`config.mk`:
```
export PLATFORM = sky130hd
export DESIGN_NAME = g2h_year
export DESIGN_NICKNAME = d
export VERILOG_FILES = /design/src/rtl/gregorian_to_hijri_date_defines.svh /design/src/rtl/g2h_pkg.sv /design/src/rtl/g2h_cdiv.sv /design/src/rtl/g2h_year.sv
export SDC_FILE = /design/constraint.sdc
export NUM_CORES = 2
export LEC_CHECK = 0
export BUFFER_PORTS_ARGS = -buffer_cell sky130_fd_sc_hd__buf_2
export CORE_ASPECT_RATIO = 1.5
export CORE_UTILIZATION = 60
export DETAILED_ROUTE_END_ITERATION = 10
export PLACE_DENSITY = 0.78
export SLEW_MARGIN = 5
export SYNTH_ARGS = -nofsm -noshare
export SYNTH_HDL_FRONTEND = slang
export SYNTH_HIERARCHICAL = 1
export SYNTH_SLANG_ARGS = --single-unit
export TNS_END_PERCENT = 100
```
`constraint.sdc`:
```
create_clock -name clock -period 12.3 [get_ports clock]
set_input_delay 1.845 -clock clock [delete_from_list [all_inputs] [get_ports clock]]
set_output_delay 1.845 -clock clock [all_outputs]
set_load 0.005 [all_outputs]
```
`src/rtl/gregorian_to_hijri_date_defines.svh`:
```
// Assertion macros shared by the date converter RTL.
`ifndef GREGORIAN_TO_HIJRI_DATE_DEFINES_SVH
`define GREGORIAN_TO_HIJRI_DATE_DEFINES_SVH

// Check a property at every clock edge outside reset.
`define G2H_ASSERT(label, clk, rst, prop, msg) \
   label: assert property (@(posedge clk) disable iff (rst) prop) else $error(msg);

// Check a property at every clock edge, reset included.
`define G2H_ASSERT_ALWAYS(label, clk, prop, msg) \
   label: assert property (@(posedge clk) prop) else $error(msg);

`endif

```
`src/rtl/g2h_pkg.sv`:
```
// Types, constants and month tables of the civil to Hijri date converter.
package g2h_pkg;

   // Pipeline depth of each datapath section.
   localparam int DaynumStages = 3;
   localparam int YearStages   = 4;
   localparam int MdayStages   = 7;
   localparam int PipeStages   = DaynumStages + YearStages + MdayStages;

   // Calendar switch date.
   localparam int SwitchYear  = 1582;
   localparam int SwitchMonth = 10;
   localparam int SwitchDay   = 15;
   localparam int MarchMonth  = 3;

   // Day number arithmetic.
   localparam int GregYearBias = 4800;
   localparam int GregCentBias = 4900;
   localparam int YearDaysX4   = 1461;
   localparam int CentLeapMul  = 3;
   localparam int CentYears    = 100;
   localparam int JdGregBias   = 32075;
   localparam int JulYearBias  = 5001;
   localparam int JulYearDays  = 367;
   localparam int JulLeapMul   = 7;
   localparam int JdJulBias    = 1729777;

   // Tabular Islamic cycle arithmetic.
   localparam int EpochJd     = 1948440;
   localparam int CycleBias   = 10632;
   localparam int CycleDays   = 10631;
   localparam int YearBias    = 354;
   localparam int CycleTail   = 10985;
   localparam int TailDiv     = 5316;
   localparam int OddMul      = 50;
   localparam int OddDiv      = 17719;
   localparam int HalfDiv     = 5670;
   localparam int EvenMul     = 43;
   localparam int EvenDiv     = 15238;
   localparam int CycleYears  = 30;
   localparam int OddYears    = 15;
   localparam int DayBias     = 29;
   localparam int MonthMul    = 24;
   localparam int MonthDiv    = 709;

   typedef struct packed {
      logic [13:0] civil_year;
      logic [3:0]  civil_month;
      logic [4:0]  civil_day;
   } g2h_req_type;

   typedef struct packed {
      logic [13:0] hijri_year;
      logic [3:0]  hijri_month;
      logic [4:0]  hijri_day;
   } g2h_rsp_type;

   // Day number section to year section: cycle index and day offset minus one.
   typedef struct packed {
      logic signed [10:0] cyc;
      logic signed [24:0] x;
   } g2h_day_type;

   // Year section to month/day section.
   typedef struct packed {
      logic signed [10:0] cyc;
      logic signed [14:0] r2;
      logic signed [8:0]  yr;
   } g2h_yr_type;

   // Gregorian month offset: 367 * (month shifted to start in March) / 12.
   function automatic logic [8:0] greg_month_days(input logic [3:0] month);
      logic [8:0] days;
      unique case (month)
         4'd0:  days = 9'd305;
         4'd1:  days = 9'd336;
         4'd2:  days = 9'd367;
         4'd3:  days = 9'd30;
         4'd4:  days = 9'd61;
         4'd5:  days = 9'd91;
         4'd6:  days = 9'd122;
         4'd7:  days = 9'd152;
         4'd8:  days = 9'd183;
         4'd9:  days = 9'd214;
         4'd10: days = 9'd244;
         4'd11: days = 9'd275;
         4'd12: days = 9'd305;
         4'd13: days = 9'd336;
         4'd14: days = 9'd367;
         4'd15: days = 9'd397;
      endcase
      return days;
   endfunction

   // Julian month offset: 275 * month / 9.
   function automatic logic [8:0] jul_month_days(input logic [3:0] month);
      logic [8:0] days;
      unique case (month)
         4'd0:  days = 9'd0;
         4'd1:  days = 9'd30;
         4'd2:  days = 9'd61;
         4'd3:  days = 9'd91;
         4'd4:  days = 9'd122;
         4'd5:  days = 9'd152;
         4'd6:  days = 9'd183;
         4'd7:  days = 9'd213;
         4'd8:  days = 9'd244;
         4'd9:  days = 9'd275;
         4'd10: days = 9'd305;
         4'd11: days = 9'd336;
         4'd12: days = 9'd366;
         4'd13: days = 9'd397;
         4'd14: days = 9'd427;
         4'd15: days = 9'd458;
      endcase
      return days;
   endfunction

endpackage

```
`src/rtl/g2h_cdiv.sv`:
```
// Signed division by a constant, truncating toward zero, by reciprocal multiply.
module g2h_cdiv #(
   parameter int Width   = 16,
   parameter int Divisor = 3
) (
   input  logic signed [Width-1:0] dividend,
   output logic signed [Width-1:0] quotient
);

   // Reciprocal rounded up, exact for every magnitude below 2**Width.
   localparam int          Shift       = Width + $clog2(Divisor);
   localparam int          MagicW      = Width + 2;
   localparam int          ProdW       = Width + MagicW;
   localparam logic [63:0] DivisorWide = 64'(Divisor);
   localparam logic [63:0] Magic       = ((64'd1 << Shift) + DivisorWide - 64'd1) / DivisorWide;

   logic [Width-1:0] mag;
   logic [ProdW-1:0] prod;
   logic [Width-1:0] qmag;

   assign mag      = dividend[Width-1] ? Width'(-dividend) : Width'(dividend);
   assign prod     = ProdW'(mag) * ProdW'(Magic[MagicW-1:0]);
   assign qmag     = Width'(prod >> Shift);
   assign quotient = dividend[Width-1] ? $signed(-qmag) : $signed(qmag);

endmodule

```
`src/rtl/g2h_year.sv`:
```
// Year section: day of cycle and year within the 30-year cycle.
module g2h_year (
   input  logic                               clock,
   input  logic [g2h_pkg::YearStages-1:0]     adv,
   input  g2h_pkg::g2h_day_type               day,
   output g2h_pkg::g2h_yr_type                yrs
);
   import g2h_pkg::*;

   logic signed [14:0] r2_in, r2_s4_ff, r2_s5_ff, r2_s6_ff, r2_s7_ff;
   logic signed [10:0] cyc_s4_ff, cyc_s5_ff, cyc_s6_ff, cyc_s7_ff;
   logic signed [20:0] p50_in, p50_ff, p43_in, p43_ff;
   logic signed [15:0] n_in, n_ff;
   logic signed [15:0] ya_q;
   logic signed [20:0] yb_q, yd_q;
   logic signed [14:0] yc_q;
   logic signed [2:0]  ya_in, ya_ff;
   logic signed [6:0]  yb_in, yb_ff, yd_in, yd_ff;
   logic signed [1:0]  yc_in, yc_ff;
   logic signed [8:0]  yr_in, yr_ff;

   // Remainder within the cycle, shifted by one Hijri year.
   assign r2_in = 15'(day.x - 25'(day.cyc) * 25'(CycleDays) + 25'(YearBias + 1));

   assign p50_in = 21'(r2_s4_ff) * 21'(OddMul);
   assign p43_in = 21'(r2_s4_ff) * 21'(EvenMul);
   assign n_in   = 16'(CycleTail) - 16'(r2_s4_ff);

   g2h_cdiv #(.Width(16), .Divisor(TailDiv)) u_tail_div (
      .dividend (n_ff),
      .quotient (ya_q)
   );

   g2h_cdiv #(.Width(21), .Divisor(OddDiv)) u_odd_div (
      .dividend (p50_ff),
      .quotient (yb_q)
   );

   g2h_cdiv #(.Width(15), .Divisor(HalfDiv)) u_half_div (
      .dividend (r2_s5_ff),
      .quotient (yc_q)
   );

   g2h_cdiv #(.Width(21), .Divisor(EvenDiv)) u_even_div (
      .dividend (p43_ff),
      .quotient (yd_q)
   );

   assign ya_in = $signed(ya_q[2:0]);
   assign yb_in = $signed(yb_q[6:0]);
   assign yc_in = $signed(yc_q[1:0]);
   assign yd_in = $signed(yd_q[6:0]);

   assign yr_in = 9'(ya_ff) * 9'(yb_ff) + 9'(yc_ff) * 9'(yd_ff);

   always_ff @(posedge clock) begin
      if (adv[0]) begin
         r2_s4_ff  <= r2_in;
         cyc_s4_ff <= day.cyc;
      end
      if (adv[1]) begin
         p50_ff    <= p50_in;
         p43_ff    <= p43_in;
         n_ff      <= n_in;
         r2_s5_ff  <= r2_s4_ff;
         cyc_s5_ff <= cyc_s4_ff;
      end
      if (adv[2]) begin
         ya_ff     <= ya_in;
         yb_ff     <= yb_in;
         yc_ff     <= yc_in;
         yd_ff     <= yd_in;
         r2_s6_ff  <= r2_s5_ff;
         cyc_s6_ff <= cyc_s5_ff;
      end
      if (adv[3]) begin
         yr_ff     <= yr_in;
         r2_s7_ff  <= r2_s6_ff;
         cyc_s7_ff <= cyc_s6_ff;
      end
   end

   assign yrs.cyc = cyc_s7_ff;
   assign yrs.r2  = r2_s7_ff;
   assign yrs.yr  = yr_ff;

endmodule

```
# [Word-level counts from Yosys, hierarchy flattened]
# Index checks and enable logic that the tools add are counted.
# W data, S select, Z words.
[word_totals] input_bits=41 regBits=189 output_inout_bits=35
[classes] n_mux=8 n_mul=9 n_addsub=12
[op_table] op="$mul A21 B21 Y42 const B" count=1
[op_table] op="$mux W21" count=2
[op_table] op="$neg A21 Y21" count=2
[op_table] op="$mul A21 B19 Y39 const B" count=1
[op_table] op="$mul A15 B12 Y26 const B" count=1
[op_table] op="$mul A16 B10 Y25 const B" count=1
[op_table] op="$mul A15 B7 Y21 const B" count=1
[op_table] op="$mul A15 B6 Y20 const B" count=1
[op_table] op="$mux W16" count=1
[op_table] op="$neg A16 Y16" count=1
[op_table] op="$sub A15 B15 Y16 const A" count=1
[op_table] op="$add A15 B10 Y15 const B" count=1
[op_table] op="$mul A11 B15 Y15 const B" count=1
[op_table] op="$mux W15" count=1
[op_table] op="$neg A15 Y15" count=1
[op_table] op="$sub A15 B15 Y15" count=1
[op_table] op="$mux W7" count=2
[op_table] op="$neg A7 Y7" count=2
[op_table] op="$add A9 B9 Y9" count=1
[op_table] op="$mul A2 B7 Y9" count=1
[op_table] op="$mul A3 B7 Y9" count=1
[op_table] op="$mux W3" count=1
[op_table] op="$neg A3 Y3" count=1
[op_table] op="$mux W2" count=1
[op_table] op="$neg A2 Y2" count=1

# [Longest topological paths before layout]
[depth] depth_word=5 mapped_depth=34

# [Cells and area by module]
# Netlist, hierarchy kept.
[modules_own_cells] mod="g2h_year" seq_area_each_um2=5525.3 n_inst=1 area_each_um2=12684.7 cells_each=1011
[modules_own_cells] mod="g2h_cdiv at u_odd_div" seq_area_each_um2=0.0 n_inst=1 area_each_um2=9009.9 cells_each=992
[modules_own_cells] mod="g2h_cdiv at u_even_div" seq_area_each_um2=0.0 n_inst=1 area_each_um2=5865.6 cells_each=661
[modules_own_cells] mod="g2h_cdiv at u_half_div" seq_area_each_um2=0.0 n_inst=1 area_each_um2=4058.9 cells_each=460
[modules_own_cells] mod="g2h_cdiv at u_tail_div" seq_area_each_um2=0.0 n_inst=1 area_each_um2=3021.6 cells_each=351

# [Worst setup path before layout]
# Ideal clock, no wire load.
[synth_path] kind="flip-flop to flip-flop" from="reg, netlist name r2_s5_ff[0]" to="reg yb_ff[6], data pin" slack_ps=3770 stages_incl_launch_ff=32 n_path_buf=0 setup_time_ps=269 arrival_time_ps=8261 cell_sequence="edfxtp_1 > inv_1 > ha_1 > nand2b_1 > or3_4 > or3_4 > or3_4 > or4_4 > inv_2 > ha_1 > inv_1 > fa_1 > inv_1 > fa_1 > fa_1 > fa_1 > fa_1 > ha_1 > ha_1 > nand4_1 > or2_2 > nor3_1 > and3_1 > mux2_2 > nor2_1 > inv_1 > ha_1 > inv_1 > nor4_1 > ha_1 > nand2_1 > o21ai_0"
[synth_lines] element="end signal: assignment" line="g2h_year.sv:70" text="yb_ff <= yb_in;"
[synth_lines] element="end: declaration" line="g2h_year.sv:18" text="logic signed [6:0] yb_in, yb_ff, yd_in, yd_ff;"

==> impl_metrics.ini <==
[timing]
min_period_ns = 9.772
fin_setup_tns_ns = 0
worst_hold_slack_ns = 0.4136
post-route-period-util_pct = 79.45
tightest_slew_ns = 1.153
hold_violations = 0
finalMaxSlewViolations = 0
max_freq_ghz = 0.1023
relSlewSlack_pct = 22.58
rsz0062_at_grt = false
setup_violations = 0
finClkSkew_ns = 0.01564

[logic_synthesis]
syn_area_sq_um = 33810
synth_cells = 3366
syn_area_per_cell_sq_um = 10.04
ys_warn_count = 6

[global_route]
grtUsageMet2_pct = 53.86
antenna_found_initial = 0
grt_pass1_wl_mm = 121.5
gr-usage-met3_pct = 2.280
overflow = 0
grt.met1_usage_pct = 28.14
grtUsageTotal_pct = 27.41
grt_pass1_vias = 24470
grt-busiest-layer = met2
grt_max_degree = 79

[setup_path]
cp_common_cell = ha_1
arrival_ns = 9.95
critPathMaxStageDelay_ns = 0.78
cp_num_buf_inv = 5
cp_top_family = adder cells
crit_slowest_cell = edfxtp_1
crit_fanout = 17
cp.required_ns = 12.48
start_kind = flip-flop
worstSetupPathType = flip-flop to flip-flop
end_kind = flip-flop

[outcome]
status = finished clean

[floorplan]
io_pins = 76
initial_core_util_pct = 60.69
placementRows = 106
die_y_microns = 292.7
die-area_sq_um = 57320
die_w_microns = 195.8
core-area_sq_um = 55700

[clock_tree]
clockRootBuffer = clkbuf_16
clock_latency_ns = 0.47
tritoncts = done
cts_hold_buf = 0
htreeDepth = 4
clock_path_buffers = 2
clock-sinks = 184
cts_resized = 0
cts_buffers = 17
cts_setup_buffers = 0
clkTransAtPathRegs_ns = 0.09

[drt]
vias_per_cell = 5.595
drc_errors = 0
final_antenna_net_count = 0
drt-initial-drc-count = 964
wl_mm = 76.05
drt-wirelength-per-cell_microns = 18.31
drtPass1Iterations = 5
vias = 23240

[place]
io_buffers = 65
placedCellCount = 4122
dpl_cell_area_sq_um = 34980
hpwl_mm = 66.49
place.gp.congestion = 0.9982

[cells_and_area]
synthToLayoutAreaGrowth_pct = 5.411
fin_area_sq_um = 35640
final_common_cell = inv_1
final_net_count = 4623
drive_above_1_share_pct = 4.896
final_cell_mix = 867 x inv_1, 714 x ha_1, 429 x fa_1, 184 x edfxtp_1, 150 x xnor2_1
fillCellCount = 4565
n_antenna_cell = 0
finalNonFillerCells = 4154

[run]
cap_viol_max_count = 0

[min_path]
hp-class = flip-flop to flip-flop
[routing by layer]
metal	vias to the layer above	share of wire (%)	routed length (microns)
li1	11170	-	-
met1	11400	37	27990
met2	462	55	41990
met3	214	2.2	1681
met4	0	5.8	4385
met5	-	0	0
[sequential cells by signal, summed over array words and instances, names as in the netlist]
| register | count |
|---|---|
| yr_ff | 9 |
| r2_s5_ff | 15 |
| cyc_s6_ff | 11 |
| ya_ff | 3 |
| r2_s6_ff | 15 |
| yd_ff | 7 |
| cyc_s7_ff | 11 |
| p50_ff | 17 |
| r2_s7_ff | 15 |
| p43_ff | 20 |
| yc_ff | 2 |
| r2_s4_ff | 15 |
| cyc_s5_ff | 11 |
| cyc_s4_ff | 11 |
| yb_ff | 7 |
| n_ff | 15 |
[per-stage QoR]
| step | setup WS, ns | utilization, % |
|---|---|---|
| 2_1_floorplan | 3.853 | - |
| 3_3_place_gp | 2.610 | 62.79 |
| 3_5_place_dp | 2.531 | 62.79 |
| 4_1_cts | 2.480 | 63.98 |
| 5_1_grt | 1.927 | 63.98 |
| 6_report | 2.528 | 63.98 |
[path summary, 6_finish.rpt]
path	start	end	slack, ns	depth (start not counted)
setup / recovery	r2_s5_ff[0]$_DFFE_PP_	yb_ff[6]$_DFFE_PP_	2.53	32
hold / removal	r2_s6_ff[9]$_DFFE_PP_	r2_s7_ff[9]$_DFFE_PP_	0.41	0
setup reg to reg	r2_s5_ff[0]$_DFFE_PP_	yb_ff[6]$_DFFE_PP_	2.53	32
hold reg to reg	r2_s6_ff[9]$_DFFE_PP_	r2_s7_ff[9]$_DFFE_PP_	0.41	0
[area by class of cell]
type / count / area (sq um) / share of cell area (%)
multi-input combinational: 2294 / 24940 / 69.99
sequential: 184 / 5525 / 15.50
inverter: 874 / 3281 / 9.206
tap: 702 / 878.3 / 2.465
clock buffer: 17 / 425.4 / 1.194
timing repair buffer: 68 / 350.3 / 0.9830
clock inverter: 15 / 234.0 / 0.6565
Power is left out: the tool's default activity adds up to more than one toggle a clock period on the data nets, which glitch-free logic cannot reach.
