--- config.mk ---
export PLATFORM = sky130hd
export DESIGN_NAME = g2h_daynum
export DESIGN_NICKNAME = d
export VERILOG_FILES = /design/src/rtl/gregorian_to_hijri_date_defines.svh /design/src/rtl/g2h_pkg.sv /design/src/rtl/g2h_cdiv.sv /design/src/rtl/g2h_daynum.sv
export SDC_FILE = /design/constraint.sdc
export NUM_CORES = 2
export LEC_CHECK = 0
export ABC_AREA = 1
export BUFFER_PORTS_ARGS = -buffer_cell sky130_fd_sc_hd__buf_2
export CAP_MARGIN = 10
export CORE_ASPECT_RATIO = 0.6
export CORE_UTILIZATION = 50
export CTS_CLUSTER_DIAMETER = 100
export DETAILED_ROUTE_END_ITERATION = 8
export PLACE_DENSITY_LB_ADDON = 0.1
export RECOVER_POWER = 100
export SETUP_SLACK_MARGIN = 0.05
export SLEW_MARGIN = 20
export SYNTH_ARGS = -nofsm -noshare
export SYNTH_HDL_FRONTEND = slang
export SYNTH_SLANG_ARGS = --single-unit
--- constraint.sdc ---
create_clock -name clock -period 9.65 [get_ports clock]
set_input_delay 1.4475 -clock clock [delete_from_list [all_inputs] [get_ports clock]]
set_output_delay 1.4475 -clock clock [all_outputs]
set_load 0.03 [all_outputs]
--- src/rtl/gregorian_to_hijri_date_defines.svh ---
// Assertion macros shared by the date converter RTL.
`ifndef GREGORIAN_TO_HIJRI_DATE_DEFINES_SVH
`define GREGORIAN_TO_HIJRI_DATE_DEFINES_SVH

// Check a property at every clock edge outside reset.
`define G2H_ASSERT(label, clk, rst, prop, msg) \
   label: assert property (@(posedge clk) disable iff (rst) prop) else $error(msg);

// Check a property at every clock edge, reset included.
`define G2H_ASSERT_ALWAYS(label, clk, prop, msg) \
   label: assert property (@(posedge clk) prop) else $error(msg);

`endif

--- src/rtl/g2h_pkg.sv ---
// Types, constants and month tables of the civil to Hijri date converter.
package g2h_pkg;

   // Pipeline depth of each datapath section.
   localparam int DaynumStages = 3;
   localparam int YearStages   = 4;
   localparam int MdayStages   = 7;
   localparam int PipeStages   = DaynumStages + YearStages + MdayStages;

   // Calendar switch date.
   localparam int SwitchYear  = 1582;
   localparam int SwitchMonth = 10;
   localparam int SwitchDay   = 15;
   localparam int MarchMonth  = 3;

   // Day number arithmetic.
   localparam int GregYearBias = 4800;
   localparam int GregCentBias = 4900;
   localparam int YearDaysX4   = 1461;
   localparam int CentLeapMul  = 3;
   localparam int CentYears    = 100;
   localparam int JdGregBias   = 32075;
   localparam int JulYearBias  = 5001;
   localparam int JulYearDays  = 367;
   localparam int JulLeapMul   = 7;
   localparam int JdJulBias    = 1729777;

   // Tabular Islamic cycle arithmetic.
   localparam int EpochJd     = 1948440;
   localparam int CycleBias   = 10632;
   localparam int CycleDays   = 10631;
   localparam int YearBias    = 354;
   localparam int CycleTail   = 10985;
   localparam int TailDiv     = 5316;
   localparam int OddMul      = 50;
   localparam int OddDiv      = 17719;
   localparam int HalfDiv     = 5670;
   localparam int EvenMul     = 43;
   localparam int EvenDiv     = 15238;
   localparam int CycleYears  = 30;
   localparam int OddYears    = 15;
   localparam int DayBias     = 29;
   localparam int MonthMul    = 24;
   localparam int MonthDiv    = 709;

   typedef struct packed {
      logic [13:0] civil_year;
      logic [3:0]  civil_month;
      logic [4:0]  civil_day;
   } g2h_req_type;

   typedef struct packed {
      logic [13:0] hijri_year;
      logic [3:0]  hijri_month;
      logic [4:0]  hijri_day;
   } g2h_rsp_type;

   // Day number section to year section: cycle index and day offset minus one.
   typedef struct packed {
      logic signed [10:0] cyc;
      logic signed [24:0] x;
   } g2h_day_type;

   // Year section to month/day section.
   typedef struct packed {
      logic signed [10:0] cyc;
      logic signed [14:0] r2;
      logic signed [8:0]  yr;
   } g2h_yr_type;

   // Gregorian month offset: 367 * (month shifted to start in March) / 12.
   function automatic logic [8:0] greg_month_days(input logic [3:0] month);
      logic [8:0] days;
      unique case (month)
         4'd0:  days = 9'd305;
         4'd1:  days = 9'd336;
         4'd2:  days = 9'd367;
         4'd3:  days = 9'd30;
         4'd4:  days = 9'd61;
         4'd5:  days = 9'd91;
         4'd6:  days = 9'd122;
         4'd7:  days = 9'd152;
         4'd8:  days = 9'd183;
         4'd9:  days = 9'd214;
         4'd10: days = 9'd244;
         4'd11: days = 9'd275;
         4'd12: days = 9'd305;
         4'd13: days = 9'd336;
         4'd14: days = 9'd367;
         4'd15: days = 9'd397;
      endcase
      return days;
   endfunction

   // Julian month offset: 275 * month / 9.
   function automatic logic [8:0] jul_month_days(input logic [3:0] month);
      logic [8:0] days;
      unique case (month)
         4'd0:  days = 9'd0;
         4'd1:  days = 9'd30;
         4'd2:  days = 9'd61;
         4'd3:  days = 9'd91;
         4'd4:  days = 9'd122;
         4'd5:  days = 9'd152;
         4'd6:  days = 9'd183;
         4'd7:  days = 9'd213;
         4'd8:  days = 9'd244;
         4'd9:  days = 9'd275;
         4'd10: days = 9'd305;
         4'd11: days = 9'd336;
         4'd12: days = 9'd366;
         4'd13: days = 9'd397;
         4'd14: days = 9'd427;
         4'd15: days = 9'd458;
      endcase
      return days;
   endfunction

endpackage

--- src/rtl/g2h_cdiv.sv ---
// Signed division by a constant, truncating toward zero, by reciprocal multiply.
module g2h_cdiv #(
   parameter int Width   = 16,
   parameter int Divisor = 3
) (
   input  logic signed [Width-1:0] dividend,
   output logic signed [Width-1:0] quotient
);

   // Reciprocal rounded up, exact for every magnitude below 2**Width.
   localparam int          Shift       = Width + $clog2(Divisor);
   localparam int          MagicW      = Width + 2;
   localparam int          ProdW       = Width + MagicW;
   localparam logic [63:0] DivisorWide = 64'(Divisor);
   localparam logic [63:0] Magic       = ((64'd1 << Shift) + DivisorWide - 64'd1) / DivisorWide;

   logic [Width-1:0] mag;
   logic [ProdW-1:0] prod;
   logic [Width-1:0] qmag;

   assign mag      = dividend[Width-1] ? Width'(-dividend) : Width'(dividend);
   assign prod     = ProdW'(mag) * ProdW'(Magic[MagicW-1:0]);
   assign qmag     = Width'(prod >> Shift);
   assign quotient = dividend[Width-1] ? $signed(-qmag) : $signed(qmag);

endmodule

--- src/rtl/g2h_daynum.sv ---
// Day number section: civil date to day offset and 30-year cycle index.
module g2h_daynum (
   input  logic                                 clock,
   input  logic [g2h_pkg::DaynumStages-1:0]     adv,
   input  g2h_pkg::g2h_req_type                 req,
   output g2h_pkg::g2h_day_type                 day
);
   import g2h_pkg::*;

   // Stage 1: branch select, year products, month table.
   logic        early;
   logic        greg_in, greg_ff;
   logic [14:0] ygreg;
   logic [15:0] ycent;
   logic [14:0] yjul;
   logic signed [15:0] cent_q;
   logic [24:0] g1prod_in, g1prod_ff;
   logic [7:0]  q100_in, q100_ff;
   logic [22:0] j1_in, j1_ff;
   logic [17:0] j2_in, j2_ff;
   logic [8:0]  mtab_in, mtab_ff;
   logic [4:0]  day_ff;

   // Stage 2: day number minus epoch.
   logic [9:0]  q3;
   logic [24:0] jd_greg, jd_jul, jd;
   logic signed [24:0] x_in, x_ff;

   // Stage 3: cycle index.
   logic signed [24:0] cyc_q;
   logic signed [10:0] cyc_in, cyc_ff;
   logic signed [24:0] x2_ff;

   always_comb begin
      early = req.civil_month < 4'(MarchMonth);
      greg_in = (req.civil_year > 14'(SwitchYear)) ||
                ((req.civil_year == 14'(SwitchYear)) &&
                 ((req.civil_month > 4'(SwitchMonth)) ||
                  ((req.civil_month == 4'(SwitchMonth)) &&
                   (req.civil_day >= 5'(SwitchDay)))));
      ygreg     = 15'(req.civil_year) + 15'(GregYearBias) - 15'(early);
      ycent     = 16'(req.civil_year) + 16'(GregCentBias) - 16'(early);
      yjul      = 15'(req.civil_year) + 15'(JulYearBias) - 15'(early);
      g1prod_in = 25'(ygreg) * 25'(YearDaysX4);
      j1_in     = 23'(req.civil_year) * 23'(JulYearDays);
      j2_in     = 18'((18'(yjul) * 18'(JulLeapMul)) >> 2);
      mtab_in   = greg_in ? greg_month_days(req.civil_month)
                          : jul_month_days(req.civil_month);
   end

   g2h_cdiv #(.Width(16), .Divisor(CentYears)) u_cent_div (
      .dividend ($signed(ycent)),
      .quotient (cent_q)
   );

   assign q100_in = cent_q[7:0];

   always_comb begin
      q3      = 10'(q100_ff) * 10'(CentLeapMul);
      jd_greg = 25'(g1prod_ff >> 2) + 25'(mtab_ff) + 25'(day_ff)
              - 25'(q3 >> 2) - 25'(JdGregBias);
      jd_jul  = 25'(j1_ff) - 25'(j2_ff) + 25'(mtab_ff) + 25'(day_ff) + 25'(JdJulBias);
      jd      = greg_ff ? jd_greg : jd_jul;
      x_in    = $signed(jd - 25'(EpochJd) + 25'(CycleBias) - 25'd1);
   end

   g2h_cdiv #(.Width(25), .Divisor(CycleDays)) u_cycle_div (
      .dividend (x_ff),
      .quotient (cyc_q)
   );

   assign cyc_in = $signed(cyc_q[10:0]);

   always_ff @(posedge clock) begin
      if (adv[0]) begin
         greg_ff   <= greg_in;
         g1prod_ff <= g1prod_in;
         q100_ff   <= q100_in;
         j1_ff     <= j1_in;
         j2_ff     <= j2_in;
         mtab_ff   <= mtab_in;
         day_ff    <= req.civil_day;
      end
      if (adv[1]) begin
         x_ff <= x_in;
      end
      if (adv[2]) begin
         cyc_ff <= cyc_in;
         x2_ff  <= x_ff;
      end
   end

   assign day.cyc = cyc_ff;
   assign day.x   = x2_ff;

endmodule

# Word-level counts from Yosys, hierarchy flattened
# Memory sizes are Yosys's and may differ from the RTL's.
# Cells that the tools add are included.
word_totals:
  memories: 2
  elab_cells: 55
  rom_bits: 288
  in_bits: 27
  register_bits: 148
op_classes:
  order_cmp: 4
  reduce_logical: 4
  n_addsub: 21
  mul: 6
  n_eq_ne: 2
  n_mux: 6
mem_list:
  columns: ["name", "depth", "word_bits", "rd", "rd_clocked_by_memory_dff", "wr", "line_no", "source"]
  rows:
  - ["(name not given)", 16, 9, 1, 0, 0, "g2h_pkg.sv:74", "unique case (month)"]
  - ["(name not given)", 16, 9, 1, 0, 0, "g2h_pkg.sv:98", "unique case (month)"]
op_table:
  columns: ["op", "n"]
  rows:
  - ["25-bit 2-to-1 mux", 2]
  - ["25-bit by 25-bit multiplier with 49-bit output, second input constant", 1]
  - ["14-bit by 13-bit adder with 15-bit output, second input constant", 3]
  - ["16-bit by 17-bit multiplier with 31-bit output, second input constant", 1]
  - ["15-bit by 1-bit subtractor with 15-bit output", 2]
  - ["24-bit by 10-bit adder with 25-bit output", 1]
  - ["24-bit by 5-bit adder with 25-bit output", 1]
  - ["25-bit by 14-bit adder with 25-bit output, second input constant", 1]
  - ["25-bit by 21-bit adder with 25-bit output, second input constant", 1]
  - ["25-bit by 5-bit adder with 25-bit output", 1]
  - ["15-bit by 11-bit multiplier with 25-bit output, second input constant", 1]
  - ["25-bit negation", 1]
  - ["25-bit by 1-bit subtractor with 25-bit output, second input constant", 1]
  - ["25-bit by 15-bit subtractor with 25-bit output, second input constant", 1]
  - ["25-bit by 21-bit subtractor with 25-bit output, second input constant", 1]
  - ["25-bit by 8-bit subtractor with 25-bit output", 1]
  - ["23-bit by 9-bit adder with 24-bit output", 1]
  - ["23-bit by 16-bit subtractor with 24-bit output", 1]
  - ["14-bit by 9-bit multiplier with 23-bit output, second input constant", 1]
  - ["15-bit by 3-bit multiplier with 18-bit output, second input constant", 1]
  - ["16-bit 2-to-1 mux", 1]
  - ["16-bit negation", 1]
  - ["15-bit by 1-bit subtractor with 16-bit output", 1]
  - ["14-bit by 11-bit == test with 1-bit output, second input constant", 1]
  - ["other kinds (13)", 15]

# Logic depth before layout (Yosys ltp)
depth:
  ltp_word: 8
  depth_mapped: 42
  depth_no_buf: 42

# Hierarchy
# From an unflattened synthesis, not the netlist that was laid out.
hier_totals:
  hier_cells: 4434
  hier_area_um2: 35484.0
by_module_without_submodules:
  columns: ["module", "cells_each", "instances", "seq_area_each_um2", "area_each_um2"]
  rows:
  - ["g2h_daynum", 2113, 1, 4384.2, 18705.4]
  - ["g2h_cdiv (u_cycle_div)", 1418, 1, 0.0, 10203.5]
  - ["g2h_cdiv (u_cent_div)", 903, 1, 0.0, 6575.1]

# Least setup slack after synthesis
# OpenSTA, ideal clock, no wires.
synth_timing:
  path_kind: "input to register"
  startpoint: "in req[8] (netlist name)"
  endpoint: "reg q100_ff[5] (data pin)"
  setup_time_ns: 0.252
  setup_slack_ns: 1.247
  t_required_ns: 9.398
  path_buffers: 1
  cell_stages: 37
  arrival_time_ns: 8.151
  path_cell_list: "clkbuf_1 -> nor2_1 -> ha_1 -> inv_1 -> ha_1 -> inv_1 -> fa_1 -> o21ai_0 -> nand2_1 -> nand2_1 -> nand2_1 -> o21ai_0 -> xor2_1 -> fa_1 -> inv_1 -> ha_1 -> inv_1 -> fa_1 -> fa_1 -> inv_1 -> fa_1 -> inv_1 -> fa_1 -> inv_1 -> ha_1 -> nand4_1 -> nand3b_1 -> o211ai_1 -> a21boi_0 -> o21ai_0 -> nand2_1 -> a21oi_1 -> nor2_1 -> o21ai_0 -> nand2_1 -> nand3_1 -> nand2_1"
synth_between:
  elab_chain_cells: 7
synth_rtl:
  columns: ["element", "line_no", "source"]
  rows:
  - ["from (decl)", "g2h_daynum.sv:5", "input g2h_pkg::g2h_req_type req,"]
  - ["4-bit by 2-bit < comparator with 1-bit output *", "g2h_daynum.sv:35", "early = req.civil_month < 4'(MarchMonth);"]
  - ["15-bit by 1-bit subtractor with 16-bit output *", "g2h_daynum.sv:42", "ycent = 16'(req.civil_year) + 16'(GregCentBias) - 16'(early);"]
  - ["16-bit negation", "g2h_cdiv.sv:21", "assign mag = dividend[Width-1] ? Width'(-dividend) : Width'(dividend);"]
  - ["16-bit 2-to-1 mux", "g2h_cdiv.sv:21", null]
  - ["16-bit by 17-bit multiplier with 31-bit output", "g2h_cdiv.sv:22", "assign prod = ProdW'(mag) * ProdW'(Magic[MagicW-1:0]);"]
  - ["8-bit negation", "g2h_cdiv.sv:24", "assign quotient = dividend[Width-1] ? $signed(-qmag) : $signed(qmag);"]
  - ["8-bit 2-to-1 mux *", "g2h_cdiv.sv:24", null]
  - ["named net cent_q[5]", "g2h_daynum.sv:16", "logic signed [15:0] cent_q;"]
  - ["to (signal assigned)", "g2h_daynum.sv:78", "q100_ff <= q100_in;"]
  - ["to (decl)", "g2h_daynum.sv:18", "logic [7:0] q100_in, q100_ff;"]
# The timed path passes the listed nets; every way through them passes the cells marked *.
# A chain may end at the register's enable or synchronous reset.

# Worst setup path after layout
layout_timing:
  startpoint: "reg x_ff[1]"
  endpoint: "reg cyc_ff[9] (data pin)"
layout_between:
  elab_chain_cells: 5
layout_rtl:
  columns: ["element", "line_no", "source"]
  rows:
  - ["from (decl)", "g2h_daynum.sv:27", "logic signed [24:0] x_in, x_ff;"]
  - ["from (signal assigned)", "g2h_daynum.sv:85", "x_ff <= x_in;"]
  - ["25-bit negation", "g2h_cdiv.sv:21", null]
  - ["25-bit 2-to-1 mux *", "g2h_cdiv.sv:21", null]
  - ["25-bit by 25-bit multiplier with 49-bit output *", "g2h_cdiv.sv:22", null]
  - ["11-bit negation", "g2h_cdiv.sv:24", null]
  - ["11-bit 2-to-1 mux *", "g2h_cdiv.sv:24", null]
  - ["named net cyc_q[9]", "g2h_daynum.sv:30", "logic signed [24:0] cyc_q;"]
  - ["to (signal assigned)", "g2h_daynum.sv:88", "cyc_ff <= cyc_in;"]
  - ["to (decl)", "g2h_daynum.sv:31", "logic signed [10:0] cyc_in, cyc_ff;"]
# Marks and branches as above.

==> metrics.cfg <==
[outcome]
status=finished with violations
violations=capacitance limit, slew limit

[yosys]
syn_nets=4858
syn_area_mm2=0.0324
yosysWarnings=0
ys_types=64
synth_seq_area_share=0.135
synth_edf_count=146
synth_seq_cells=146
synth_top_area_share=0.269
synthesis.instances=3772
synth_area_leaders=ha_1 27%, fa_1 22%, edfxtp_1 14%, inv_1 11%, nand2_1 5.7%
synth_top_cell_by_area=ha_1
synthFlopType=edfxtp_1
synth_area_per_cell_um2=8.60
synth-async-reset-ratio=0

[routing]
detail_route.iter0.violations=2017
via_count=24600
wl_mm=89.2
dr.pass1.iters=8
wl_per_cell_um=18.8
viasPerCell=5.18
ant_nets=0
drc=0

[die]
die-height_um=199
dieArea_mm2=0.0659
io_pins=63
die_w_um=331
start_util=0.511
core.rowCount=71
core_region_area_mm2=0.0634

[place]
dp.cells=4713
place_ws_ns=0.245
post_dp_cell_area_mm2=0.0342
gp_congestion=0.959
dpl.hpwl_mm=78.4
portBuffers=62

[worst_setup_path]
max_stage_delay_ns=0.53
critPathKind=reg2reg
cp-start-kind=flop
rr_worst_depth=37
critical_path_arrival_ns=9.44
timing.reg2reg.setup_slack_ns=0.46
end_kind=flop
crit_required_ns=9.90
crit_slowest_cell=xnor2_1
reg2reg_to=cyc_ff[9]
crit_fanout=7
path_common_cell=inv_1
reg2reg_from=x_ff[1]

[sta]
setup_viol=0
drv_slew=125
skew_ns=0.0282
rsz0062_at_grt=false
hold_viol_final=0
period_share=0.953
period_needed_ns=9.19
tightest_slew_ns=2.53
relSlewSlack=-0.688
finalSetupTns_ns=0
finalWorstSetupSlack_ns=0.457
clock.fmax_mhz=109

[hold_path]
min_from=x_ff[21]
hp-class=reg2reg
whs_path_depth=0
holdPathEnd=x2_ff[21]

[layout]
num-nets-final=4979
num_antenna_cells=0
drive_gt1_frac=0.0451
synthToLayoutAreaGrowth_pct=6.92
mostFrequentLayoutCells=979 x inv_1, 698 x ha_1, 496 x nand2_1
final_common_cell=inv_1
final_cell_area_mm2=0.0347
layoutNonFillerInstCount=4745

[global_route]
grt_pass1_wl_mm=141
grt_usage=0.286
grt_max_degree=46
grt_pass1_vias=24000
grt_overflow=0
grt_antenna_before_repair=0

[clock_tree]
post_cts_resize_count=0
cts_max_level=4
holdBufCountCts=0
numCtsBuffers=17
clk_pin_slew_ns=0.09
cts_tree=built
cts_buffer_depth=2
clock_latency_ns=0.49
cts_sinks=146
root_buffer=clkbuf_16
post-cts-setup-buffers=0

[job]
maxCapViolations=3

-- cells in the mapped netlist (6+ instances only) --
master / n
a21o_1: 15
nand2_2: 18
nand3b_1: 10
nand3_2: 10
nand2_4: 8
nor2_1: 191
xnor2_1: 53
o21ai_0: 113
ha_1: 698
xor2_1: 130
nor4_1: 10
o21a_1: 13
o21ai_1: 12
inv_1: 978
clkbuf_1: 8
inv_2: 12
fa_1: 361
a211oi_1: 6
nand4_1: 14
o211ai_1: 9
or2_2: 7
nor3_1: 24
a21boi_0: 8
nand2_1: 495
edfxtp_1: 146
nand3_1: 115
a31oi_1: 21
o31ai_1: 6
o21bai_1: 22
a21oi_1: 190
-- final cells by class --
class / instances / area [um2]
well taps: 839 / 1050
repair buffers: 116 / 638
inverters: 991 / 3720
multi-input cells: 2621 / 24300
flip-flops and latches: 146 / 4380
fillers: 6011 / 28700
clock inverters: 15 / 201
clock buffers: 17 / 425
-- kinds of logic after synthesis --
| group | synth area share |
|---|---|
| XOR/XNOR | 0.0509 |
| adder cells (fa/ha/maj) | 0.492 |
| buffers and inverters | 0.117 |
| AND/OR/NAND/NOR | 0.124 |
| flip-flops | 0.135 |
| AO/OA/AOI/OAI | 0.0811 |
-- worst max-delay path by stage --
stage	startpoint	to	slack [ns]	depth (start not counted)
floorplan	req[8]	q100_ff[5]	1.25	37
global route	x_ff[1]	cyc_ff[8]	0.05	42
detailed placement	req[5]	q100_ff[5]	0.25	42
global placement	req[5]	q100_ff[5]	0.32	42
CTS	req[5]	q100_ff[5]	0.77	42
finish	x_ff[1]	cyc_ff[9]	0.46	37
-- critical path, delay by kind of cell (launching register included) --
kind                     cells  cell delay [ns]
AO/OA/AOI/OAI                6             1.70
XOR/XNOR                     2             0.79
adder cells (fa/ha/maj)      9             3.36
buffers and inverters        9             0.90
flip-flops                   1             0.49
AND/OR/NAND/NOR             11             1.69
-- registers in the layout (all words and copies together), names as in the netlist --
register / flops
cyc_ff: 11
day_ff: 5
g1prod_ff: 23
greg_ff: 1
j1_ff: 23
j2_ff: 16
mtab_ff: 9
q100_ff: 8
x2_ff: 25
x_ff: 25
-- metal layers --
layer / track usage / vias to the layer above / part of all wire
li1: - / 12200 / -
met1: 0.483 / 11500 / 0.56
met2: 0.318 / 835 / 0.30
met3: 0.126 / 25 / 0.13
met4: 0.0249 / 0 / 0.0038
met5: 0 / - / 0
-- through the flow --
stage	hold slack, ns	utilization
final	0.529	0.547
after global routing	0.545	0.547
after CTS	0.524	0.548
after detailed placement	0.506	0.539
after global placement	0.509	0.539
after floorplan	0.424	-
Power is not shown: default switching activity piles up to over one toggle a cycle in this logic, so the estimate is an artifact.
